`src/rtl/mhpq_pkg.sv`:
```
// Package for the max-heap priority queue.
// Holds the command and status codes and the default capacity; no dependencies.
`default_nettype none

package mhpq_pkg;

  localparam int DefaultCapacity = 64;
  localparam int ValueW          = 32;
  localparam int StatusW         = 2;

  localparam logic CMD_INSERT = 1'b0;
  localparam logic CMD_DELETE = 1'b1;

  localparam logic [StatusW-1:0] ST_OK    = 2'd0;
  localparam logic [StatusW-1:0] ST_EMPTY = 2'd1;
  localparam logic [StatusW-1:0] ST_FULL  = 2'd2;

endpackage

`default_nettype wire

```
`src/rtl/mhpq_ram.sv`:
```
// Heap entry store: one synchronous write port, two synchronous read ports.
// Read data is registered and appears in the cycle after the address. Uses mhpq_pkg.
`default_nettype none

module mhpq_ram import mhpq_pkg::*; #(
  parameter  int Depth = DefaultCapacity,
  localparam int AW    = $clog2(Depth)
) (
  input  wire logic              clk_i,
  input  wire logic              we_i,
  input  wire logic [AW-1:0]     waddr_i,
  input  wire logic [ValueW-1:0] wdata_i,
  input  wire logic [AW-1:0]     raddr_a_i,
  input  wire logic [AW-1:0]     raddr_b_i,
  output logic      [ValueW-1:0] rdata_a_o,
  output logic      [ValueW-1:0] rdata_b_o
);

  logic [ValueW-1:0] mem [Depth];

  always_ff @(posedge clk_i) begin
    if (we_i) begin
      mem[waddr_i] <= wdata_i;
    end
    rdata_a_o <= mem[raddr_a_i];
    rdata_b_o <= mem[raddr_b_i];
  end

endmodule

`default_nettype wire

```
`src/rtl/max_heap_priority_queue.sv`:
```
// Top level of the binary max-heap priority queue of signed 32-bit values.
// Depends on mhpq_pkg and mhpq_ram.
`default_nettype none

// A command transaction either inserts value_in_i (command 0) or removes the
// maximum (command 1); every command returns one result transaction with the
// removed value (zero unless a delete succeeded), a status (ok, empty, full)
// and the count after the command. Entries live in a two-read, one-write RAM
// and the heap is kept with a hole: the moving value waits in a register and
// only the displaced entries are written back. The block takes one command at
// a time. An insert reads the parent of the new slot and, per level climbed,
// writes the parent into the hole and reads the next parent; a delete reads
// the root and the last entry, then per level sunk reads both children and
// lifts the larger. A failed command goes straight to the output. No clearing
// pass runs after reset: only entries below the count are ever used.
module max_heap_priority_queue import mhpq_pkg::*; #(
  parameter  int Capacity = DefaultCapacity,
  localparam int AW       = $clog2(Capacity),
  localparam int CntW     = $clog2(Capacity + 1)
) (
  input  wire logic                      clk_i,
  input  wire logic                      rst_ni,
  input  wire logic                      in_valid_i,
  output logic                           in_ready_o,
  input  wire logic                      command_i,
  input  wire logic signed [ValueW-1:0]  value_in_i,
  output logic                           out_valid_o,
  input  wire logic                      out_ready_i,
  output logic signed      [ValueW-1:0]  value_out_o,
  output logic             [StatusW-1:0] status_o,
  output logic             [CntW-1:0]    count_out_o
);

  // Child indices reach 2 * Capacity, so give them two bits beyond an address.
  localparam int IW = AW + 2;

  localparam logic [2:0] S_IDLE = 3'd0;
  localparam logic [2:0] S_UP   = 3'd1;  // parent data arriving, climb or settle
  localparam logic [2:0] S_DN0  = 3'd2;  // root and last entry arriving
  localparam logic [2:0] S_DN   = 3'd3;  // both children arriving, sink or settle
  localparam logic [2:0] S_PUT  = 3'd4;  // drop the held value into the hole
  localparam logic [2:0] S_OUT  = 3'd5;  // move the result to the output register

  logic [2:0]               state_q, state_d;
  logic [CntW-1:0]          count_q, count_d;
  logic [AW-1:0]            pos_q, pos_d;     // hole position
  logic [AW-1:0]            par_q, par_d;     // parent being read during climb
  logic signed [ValueW-1:0] val_q, val_d;     // value that moves through the heap
  logic signed [ValueW-1:0] res_val_q, res_val_d;
  logic [StatusW-1:0]       res_st_q, res_st_d;

  logic                     mem_we;
  logic [AW-1:0]            mem_waddr, mem_raddr_a, mem_raddr_b;
  logic [ValueW-1:0]        mem_wdata;
  logic signed [ValueW-1:0] rd_a, rd_b;
  logic [ValueW-1:0]        rd_a_raw, rd_b_raw;

  logic                     out_load;
  logic [CntW-1:0]          cnt_m1;
  logic [IW-1:0]            n_w, l_w, r_w, big_w, nl_w;
  logic signed [ValueW-1:0] big_val;

  mhpq_ram #(
    .Depth (Capacity)
  ) u_ram (
    .clk_i     (clk_i),
    .we_i      (mem_we),
    .waddr_i   (mem_waddr),
    .wdata_i   (mem_wdata),
    .raddr_a_i (mem_raddr_a),
    .raddr_b_i (mem_raddr_b),
    .rdata_a_o (rd_a_raw),
    .rdata_b_o (rd_b_raw)
  );

  assign rd_a = $signed(rd_a_raw);
  assign rd_b = $signed(rd_b_raw);

  assign in_ready_o = (state_q == S_IDLE);
  assign out_load   = (state_q == S_OUT) && (!out_valid_o || out_ready_i);
  assign cnt_m1     = count_q - CntW'(1);

  // Sift-down indices, relative to the current hole and the shrunken count.
  assign n_w     = IW'(count_q);
  assign l_w     = {1'b0, pos_q, 1'b1};
  assign r_w     = l_w + IW'(1);
  assign big_w   = ((r_w < n_w) && (rd_b > rd_a)) ? r_w : l_w;
  assign big_val = ((r_w < n_w) && (rd_b > rd_a)) ? rd_b : rd_a;
  assign nl_w    = {1'b0, big_w[AW-1:0], 1'b1};

  always_comb begin
    state_d     = state_q;
    count_d     = count_q;
    pos_d       = pos_q;
    par_d       = par_q;
    val_d       = val_q;
    res_val_d   = res_val_q;
    res_st_d    = res_st_q;
    mem_we      = 1'b0;
    mem_waddr   = pos_q;
    mem_wdata   = val_q;
    mem_raddr_a = '0;
    mem_raddr_b = '0;

    case (state_q)
      S_IDLE: begin
        if (in_valid_i) begin
          res_val_d = '0;
          res_st_d  = ST_OK;
          val_d     = value_in_i;
          if (command_i == CMD_INSERT) begin
            if (count_q == CntW'(Capacity)) begin
              res_st_d = ST_FULL;
              state_d  = S_OUT;
            end else begin
              count_d     = count_q + CntW'(1);
              pos_d       = count_q[AW-1:0];
              par_d       = AW'(cnt_m1 >> 1);
              mem_raddr_a = AW'(cnt_m1 >> 1);
              // First entry goes straight to the root.
              state_d     = (count_q == '0) ? S_PUT : S_UP;
            end
          end else begin
            if (count_q == '0) begin
              res_st_d = ST_EMPTY;
              state_d  = S_OUT;
            end else begin
              count_d     = cnt_m1;
              pos_d       = '0;
              mem_raddr_a = '0;
              mem_raddr_b = cnt_m1[AW-1:0];
              state_d     = S_DN0;
            end
          end
        end
      end

      S_UP: begin
        if (val_q > rd_a) begin
          // Pull the parent down into the hole and climb.
          mem_we      = 1'b1;
          mem_waddr   = pos_q;
          mem_wdata   = rd_a;
          pos_d       = par_q;
          par_d       = AW'((par_q - AW'(1)) >> 1);
          mem_raddr_a = AW'((par_q - AW'(1)) >> 1);
          state_d     = (par_q == '0) ? S_PUT : S_UP;
        end else begin
          mem_we    = 1'b1;
          mem_waddr = pos_q;
          mem_wdata = val_q;
          state_d   = S_OUT;
        end
      end

      S_DN0: begin
        res_val_d   = rd_a;
        val_d       = rd_b;
        mem_raddr_a = AW'(1);
        mem_raddr_b = AW'(2);
        state_d     = (IW'(1) >= n_w) ? S_PUT : S_DN;
      end

      S_DN: begin
        if (big_val > val_q) begin
          // Lift the larger child into the hole and sink.
          mem_we      = 1'b1;
          mem_waddr   = pos_q;
          mem_wdata   = big_val;
          pos_d       = big_w[AW-1:0];
          mem_raddr_a = nl_w[AW-1:0];
          mem_raddr_b = nl_w[AW-1:0] + AW'(1);
          state_d     = (nl_w >= n_w) ? S_PUT : S_DN;
        end else begin
          mem_we    = 1'b1;
          mem_waddr = pos_q;
          mem_wdata = val_q;
          state_d   = S_OUT;
        end
      end

      S_PUT: begin
        mem_we    = 1'b1;
        mem_waddr = pos_q;
        mem_wdata = val_q;
        state_d   = S_OUT;
      end

      S_OUT: begin
        if (out_load) begin
          state_d = S_IDLE;
        end
      end

      default: begin
        state_d = S_IDLE;
      end
    endcase
  end

  always_ff @(posedge clk_i or negedge rst_ni) begin
    if (!rst_ni) begin
      state_q     <= S_IDLE;
      count_q     <= '0;
      out_valid_o <= 1'b0;
    end else begin
      state_q <= state_d;
      count_q <= count_d;
      if (out_load) begin
        out_valid_o <= 1'b1;
      end else if (out_ready_i) begin
        out_valid_o <= 1'b0;
      end
    end
  end

  // Datapath registers: no reset needed.
  always_ff @(posedge clk_i) begin
    pos_q     <= pos_d;
    par_q     <= par_d;
    val_q     <= val_d;
    res_val_q <= res_val_d;
    res_st_q  <= res_st_d;
    if (out_load) begin
      value_out_o <= res_val_q;
      status_o    <= res_st_q;
      count_out_o <= count_q;
    end
  end

  // Count never passes the capacity.
  a_count_bound: assert property (@(posedge clk_i) disable iff (!rst_ni)
    count_q <= CntW'(Capacity))
    else $error("entry count above capacity");

  // An accepted command always leaves the idle state.
  a_busy_after_accept: assert property (@(posedge clk_i) disable iff (!rst_ni)
    (in_valid_i && in_ready_o) |=> (state_q != S_IDLE))
    else $error("command accepted but block stayed idle");

  // The RAM is written only while a command is being worked on.
  a_write_window: assert property (@(posedge clk_i) disable iff (!rst_ni)
    mem_we |-> ((state_q != S_IDLE) && (state_q != S_OUT) && (state_q != S_DN0)))
    else $error("heap write outside a sift");

  // An empty status always reports an empty heap and no value.
  a_empty_result: assert property (@(posedge clk_i) disable iff (!rst_ni)
    (out_valid_o && (status_o == ST_EMPTY)) |-> ((count_out_o == '0) && (value_out_o == '0)))
    else $error("empty status with nonzero count or value");

endmodule

`default_nettype wire
```
`config.mk`:
```
export PLATFORM = sky130hd
export DESIGN_NAME = max_heap_priority_queue
export DESIGN_NICKNAME = d
export VERILOG_FILES = /design/src/rtl/mhpq_pkg.sv /design/src/rtl/mhpq_ram.sv /design/src/rtl/max_heap_priority_queue.sv
export SDC_FILE = /design/constraint.sdc
export NUM_CORES = 2
export LEC_CHECK = 0
export BUFFER_PORTS_ARGS = -buffer_cell sky130_fd_sc_hd__buf_2
export CAP_MARGIN = 20
export CORE_MARGIN = 5
export CORE_UTILIZATION = 60
export CTS_BUF_LIST = sky130_fd_sc_hd__clkbuf_8
export DETAILED_ROUTE_END_ITERATION = 10
export PLACE_DENSITY = 0.79
export SLEW_MARGIN = 15
export SYNTH_ARGS = -nofsm -noshare
export SYNTH_HDL_FRONTEND = slang
export SYNTH_HIERARCHICAL = 1
export SYNTH_SLANG_ARGS = --single-unit
```
`constraint.sdc`:
```
create_clock -name clk_i -period 7 [get_ports clk_i]
set_clock_uncertainty 0.15 [all_clocks]
set_input_delay 1.05 -clock clk_i [delete_from_list [all_inputs] [get_ports clk_i]]
set_output_delay 1.05 -clock clk_i [all_outputs]
set_load 0.03 [all_outputs]
```
# Word-level counts from Yosys, hierarchy flattened
# Memory sizes are Yosys's and may differ from the RTL's. A register that Yosys moved wholly into a read port is not among the register bits.
# Index checks and enable logic that the tools add are counted.
[op_classes]
n_addsub = 5
n_mul = 0
div = 0
n_lt_le_gt_ge = 6
eq_ne = 16
n_shift = 0
mux = 55
bitwise = 0
n_reduce_logical = 18
[ops]
columns = ["op", "n"]
rows = [
  ["$pmux 32 s2", 3],
  ["$mux 32", 5],
  ["$mux 6", 19],
  ["$gt 32x32->1", 3],
  ["$pmux 6 s3", 2],
  ["$mux 3", 11],
  ["$pmux 6 s4", 1],
  ["$mux 7", 3],
  ["$pmux 3 s6", 1],
  ["$ne 2x2->1 const B", 8],
  ["$pmux 6 s2", 1],
  ["$add 7x1->8 const B", 1],
  ["$lt 8x7->1", 1],
  ["$add 7x1->7 const B", 1],
  ["$eq 7x7->1 const B", 1],
  ["$ge 1x7->1 const A", 1],
  ["$ge 7x7->1", 1],
  ["$logic_not 7->1", 1],
  ["$sub 7x1->7 const B", 1],
  ["$add 6x1->6 const B", 1],
  ["$eq 3x2->1 const B", 2],
  ["$eq 3x3->1 const B", 2],
  ["$logic_not 6->1", 1],
  ["$mux 1", 6],
  ["16 further kinds", 23],
]
[word_totals]
ff_bits = 130
latchBits = 0
ramBits = 2048
romBits = 0
inputBits = 37
elab_cells = 112
n_memories = 1
[memory_table]
columns = ["name", "words", "word_bits", "read_ports", "rd_ports_with_merged_regs", "wr", "line_no", "rtl"]
rows = [
  ["u_ram.mem", 64, 32, 2, 2, 1, "mhpq_ram.sv:19", "logic [ValueW-1:0] mem [Depth];"],
]

# Logic depth before layout (Yosys ltp)
[depth]
ltp_word = 8
depth_mapped = 35
depth_no_buf = 25

# Cells and area by module
# Netlist, hierarchy kept.
[by_module_without_submodules]
columns = ["module", "n_inst", "cells_each", "area_each_um2"]
rows = [
  ["mhpq_ram", 1, 4412, 95660.5],
  ["max_heap_priority_queue", 1, 968, 9227.6],
]

# Worst setup path before layout
# OpenSTA, ideal clock, no wires.
[synth_timing]
path_kind = "register -> register"
start = "reg pos_q[2]"
end = "reg u_ram.rdata_a_o[6], read port of u_ram.mem"
setup_ns = 0.126
t_arrival_ns = 6.231
t_required_ns = 6.724
slack_ns = 0.493
path_stages_with_launch = 32
path_buffers = 9
synth_period_minus_slack_ns = 6.507
cell_sequence = "edfxtp_1 clkbuf_1 nand3_1 nor2_1 xor2_1 ha_1 a21oi_1 o21ai_0 a311o_1 a21o_1 buf_6 inv_4 buf_4 buf_2 o21ai_1 ha_1 a21o_1 a21o_1 a2111oi_0 or3_1 a41o_1 a21oi_1 clkbuf_1 buf_2 nand2_1 o221ai_1 buf_2 buf_1 buf_1 mux4_2 a22oi_1 nand3_1"
[synth_via]
elab_chain_len = 7
[synth_rtl]
columns = ["item", "line_no", "rtl"]
rows = [
  ["start: declaration", "max_heap_priority_queue.sv:46", "logic [AW-1:0] pos_q, pos_d;"],
  ["start signal: assignment", "max_heap_priority_queue.sv:219", "pos_q <= pos_d;"],
  ["$add 7x1->8 (*)", "max_heap_priority_queue.sv:86", "assign r_w = l_w + IW'(1);"],
  ["$lt 8x7->1 (*)", "max_heap_priority_queue.sv:87, max_heap_priority_queue.sv:88", ""],
  ["$logic_and 1x1->1 (*)", "max_heap_priority_queue.sv:87, max_heap_priority_queue.sv:88", ""],
  ["$mux 32", "max_heap_priority_queue.sv:88", "assign big_val = ((r_w < n_w) && (rd_b > rd_a)) ? rd_b : rd_a;"],
  ["$gt 32x32->1", "max_heap_priority_queue.sv:165", "if (big_val > val_q) begin"],
  ["$mux 6 (*)", "max_heap_priority_queue.sv:165", ""],
  ["$pmux 6 s4 (*)", "max_heap_priority_queue.sv:105", "case (state_q)"],
  ["named net mem_raddr_a[2]", "max_heap_priority_queue.sv:53", "logic [AW-1:0] mem_waddr, mem_raddr_a, mem_raddr_b;"],
  ["end: declaration", "mhpq_ram.sv:15", "output logic [ValueW-1:0] rdata_a_o,"],
]
# The timed path passes the listed nets; every way through them passes the cells marked *.
# A chain may end at the register's enable or synchronous reset.

# Final worst setup path
[layout_timing]
start = "reg u_ram.rdata_a_o[27], read port of u_ram.mem"
end = "reg u_ram.rdata_a_o[12], read port of u_ram.mem"
[layout_via]
elab_chain_len = 6
[layout_rtl]
columns = ["item", "line_no"]
rows = [
  ["$gt 32x32->1", "max_heap_priority_queue.sv:87, max_heap_priority_queue.sv:88"],
  ["$logic_and 1x1->1", "max_heap_priority_queue.sv:87, max_heap_priority_queue.sv:88"],
  ["$mux 32", "max_heap_priority_queue.sv:88"],
  ["$gt 32x32->1", "max_heap_priority_queue.sv:165"],
  ["$mux 6", "max_heap_priority_queue.sv:165"],
  ["$pmux 6 s4 (*)", "max_heap_priority_queue.sv:105"],
  ["named net mem_raddr_a[4]", "max_heap_priority_queue.sv:53"],
]
# Marks and branches as above.

==> reports/summary.json <==
{
  "launch_instance_of_the_worst_min_delay_path": "value_in_i[5]",
  "synth.distinct_cells": 78,
  "grtUsageTotal": 0.345,
  "drtAntennaViolNets": 0,
  "floorplan.die_area_mm2": 0.183,
  "cts_htree_levels": 5,
  "avgViaCountPerCell": 7.37,
  "start_util": 0.603,
  "grt.met2_usage": 0.508,
  "cp.arrival_ps": 7770,
  "timing.max_cap.violations": 0,
  "via_count_of_the_first_global_routing_pass": 64525,
  "post_route_cells_drive_above_1_share": 0.404,
  "antenna_found_initial": 14,
  "synth_async_sr_flop_share": 0.00491,
  "fin_crit_ps": 6920,
  "grt_overflow_total": 0,
  "syn-mean-instance-area_um2": 19.5,
  "required_worst_endpoint_ps": 7850,
  "design.final.nets": 6297,
  "start_kind": "flip-flop",
  "synth_nets": 5531,
  "num-fill-cells": 10296,
  "regToRegEndpoint": "u_ram/rdata_a_o[12]",
  "ff2ff_setup_slack_ps": 80,
  "postSynthRegisterBits": 2242,
  "longest_clk_path_bufs": 4,
  "core_area_mm2": 0.174,
  "worst_pin_slew_ps": 1130,
  "num_rows": 153,
  "syn_std_cell_area_mm2": 0.105,
  "peakVddDrop_mv": 0.509,
  "drt_first_pass_iters": 8,
  "met1_usage": 0.473,
  "synth_ff_type": "edfxtp_1",
  "post-route-drc-count": 0,
  "power_density_mw_per_mm2": 544,
  "slew_headroom": 0.247,
  "timing.hold.worst_path_depth": 3,
  "run_status": "complete, no violations",
  "hold_end": "val_q[5]",
  "tritoncts_clock_tree": "done",
  "dp_hpwl_um": 200000,
  "preCtsSetupSlack_ps": -651,
  "worstSetupEndpointType": "flip-flop",
  "fmax_mhz": 144,
  "cells_after_synthesis": 5380,
  "totalNegativeSetupSlack_ps": 0,
  "route.vias.total": 64374,
  "fin_hold_ws_ps": 108,
  "worst_r2r_startpoint": "u_ram/rdata_a_o[27]",
  "chipHeight_um": 428,
  "slowest_stage": "buf_4",
  "portBuffers": 79,
  "clkSinkCount": 2242,
  "criticalPathCategory": "flip-flop to flip-flop",
  "timing.critical_path.fanout_max": 31,
  "final-max-slew-violation-count": 0,
  "yosys_warnings": 6,
  "wl_per_cell_um": 36.6,
  "detail_route.wirelength_um": 319000,
  "cts-buffers-inserted": 363,
  "synth_seq_area_share": 0.635,
  "boundaryPins": 80,
  "grt_setup_unrepaired": "true",
  "insertion_delay_ps": 1090,
  "min_delay_path_class": "primary input to flip-flop",
  "met3_usage": 0.126,
  "worst-path-buf-inv": 12,
  "clk_pin_slew_ps": 70,
  "multiInputGateArea_mm2": 0.0371,
  "syn_to_final_growth_pct": 15.8,
  "place.gp.congestion": 0.951,
  "storage_cell_area_mm2": 0.0666,
  "setup_viol_count_final": 0,
  "synth.top_cell.area_share": 0.620,
  "layer_with_the_highest_usage": "met2",
  "synth_enable_flop_cells": 2167,
  "synth.top_cells.by_area": "edfxtp_1 (62%), mux4_2 (24%), mux2i_1 (2.0%), ha_1 (1.4%), dfxtp_1 (1.2%)",
  "yosys.area.top_type": "edfxtp_1",
  "wire_length_of_the_first_global_routing_pass_um": 456000,
  "maximum_number_of_pins_on_one_net_before_global_route_repair": 68,
  "leakagePower_nw": 39.4,
  "drt_first_iter_violations": 9904,
  "crit_path_frequent_cell": "buf_4",
  "crit_path_max_incr_delay_ps": 730,
  "cts.root.buffer_cell": "clkbuf_8",
  "rr_worst_depth": 30,
  "fin_crit_sh": 0.989,
  "postLayoutSetupSlackWorst_ps": 76.7,
  "worst_path_dominant_cell_family": "buffers and inverters",
  "hold_viol": 0,
  "die_w_um": 428
}
==> cell usage after synthesis (5+ instances only) <==
cell type and instances:
nand4_1 24, buf_1 30, o21ai_1 64, and3_1 36, or2_2 5, nand2b_1 13
buf_6 15, nor2_1 159, o32a_1 9, buf_2 136, or3_1 8, a22oi_1 87
xor2_1 8, o211ai_1 36, xnor2_1 11, nand3b_1 6, o221ai_1 22, a211oi_1 17
clkbuf_1 153, and2_1 10, nand2_1 255, dfrtp_1 11, nand3_1 18, buf_4 56
dfxtp_1 64, a21o_1 25, o21ai_0 40, mux2i_1 212, a221o_1 33, ha_1 114
o31ai_1 6, o22ai_1 59, a32oi_1 10, a221oi_1 13, nor2b_1 30, a21oi_1 104
mux2_2 36, inv_1 84, mux4_2 1124, nor3_1 15, edfxtp_1 2167
==> worst max path at each step <==
stage | startpoint | endpoint | slack (ps) | depth (start not counted)
after floorplan | pos_q[2] | u_ram/rdata_a_o[6] | 490 | 31
after global placement | u_ram/rdata_a_o[24] | u_ram/rdata_a_o[13] | -700 | 30
after detailed placement | pos_q[0] | u_ram/rdata_a_o[13] | -650 | 26
after CTS | u_ram/rdata_a_o[19] | u_ram/rdata_a_o[14] | 10 | 32
after global routing | u_ram/rdata_a_o[28] | u_ram/rdata_a_o[22] | -100 | 32
final | u_ram/rdata_a_o[27] | u_ram/rdata_a_o[12] | 80 | 30
==> power by group <==
| part | internal, mW | switching [mW] | total (mW) |
|---|---|---|---|
| sequential | 19.7 | 0.735 | 20.4 |
| combinational | 15.3 | 19.9 | 35.3 |
| clock | 5.29 | 5.12 | 10.4 |
| total | 40.3 | 25.8 | 66.1 |
==> per-stage QoR <==
step / utilization / cell area (um2) / std cells / power (mW)
2_1_floorplan: - / 105000 / 5380 / 39.7
3_3_place_gp: 0.656 / 114000 / 8058 / 53.1
3_5_place_dp: 0.656 / 114000 / 8059 / 53.8
4_1_cts: 0.694 / 121000 / 8684 / 64.3
5_1_grt: 0.698 / 121000 / 8731 / 68.4
6_report: 0.698 / 121000 / 8736 / 66.1
==> flip-flops by register name, indices dropped and copies added, names as in the netlist, 3 cells and up <==
register / count
state_q: 3
pos_q: 6
u_ram/rdata_b_o: 32
val_q: 32
par_q: 6
res_val_q: 32
value_out_o: 32
u_ram/mem: 2048
count_q: 7
u_ram/rdata_a_o: 32
count_out_o: 7
==> cells in the final DEF, fill, tap and decap left out, drive strengths merged, types with 87 or more instances in the layout <==
| cell type | synthesis | routed |
|---|---|---|
| mux2i | 212 | 212 |
| inv | 88 | 211 |
| mux4 | 1124 | 1124 |
| a22oi | 87 | 87 |
| nand2 | 257 | 257 |
| clkinv | 0 | 101 |
| clkbuf | 153 | 390 |
| nor2 | 159 | 159 |
| o21ai | 104 | 104 |
| edfxtp | 2167 | 2167 |
| ha | 114 | 114 |
| a21oi | 106 | 106 |
| buf | 237 | 784 |
==> routing by layer <==
metal  wire [um]  vias to the layer above  part of all wire
met3       53600                     1118              0.17
met4       17900                       12             0.056
li1            -                    24636                 -
met2      142000                     5777              0.45
met1      106000                    32831              0.33
met5         124                        -           0.00039
==> tightest hold or removal path: cells and delay by family <==
family	cells	cell delay, ps
buf+inv	1	80
simple gates	2	110
==> logic make-up after synthesis <==
group | after synthesis | synth area share
compound gates | 557 | 0.0364
mux | 1373 | 0.266
xor+xnor | 19 | 0.00159
buf+inv | 478 | 0.0218
fa+ha+maj | 114 | 0.0136
simple gates | 597 | 0.0258
flops | 2242 | 0.635
==> what timing repair did <==
action,in CTS,in global routing
hold endpoints to repair,11,0
pin swaps,5,19
buffers inserted,2,37
hold buffers,1,0
gates cloned,0,5
setup endpoints to repair,29,61
resized for setup,33,62
==> area by class of cell <==
type,count,area share
antenna,8,0.000165
clock buffer,384,0.0435
clock inverter,238,0.00946
inverter,88,0.00274
multi-input combinational,2660,0.305
sequential,2242,0.549
tap,2325,0.0240
timing repair buffer,791,0.0660
Note: power is estimated with default switching activity, not from simulation.
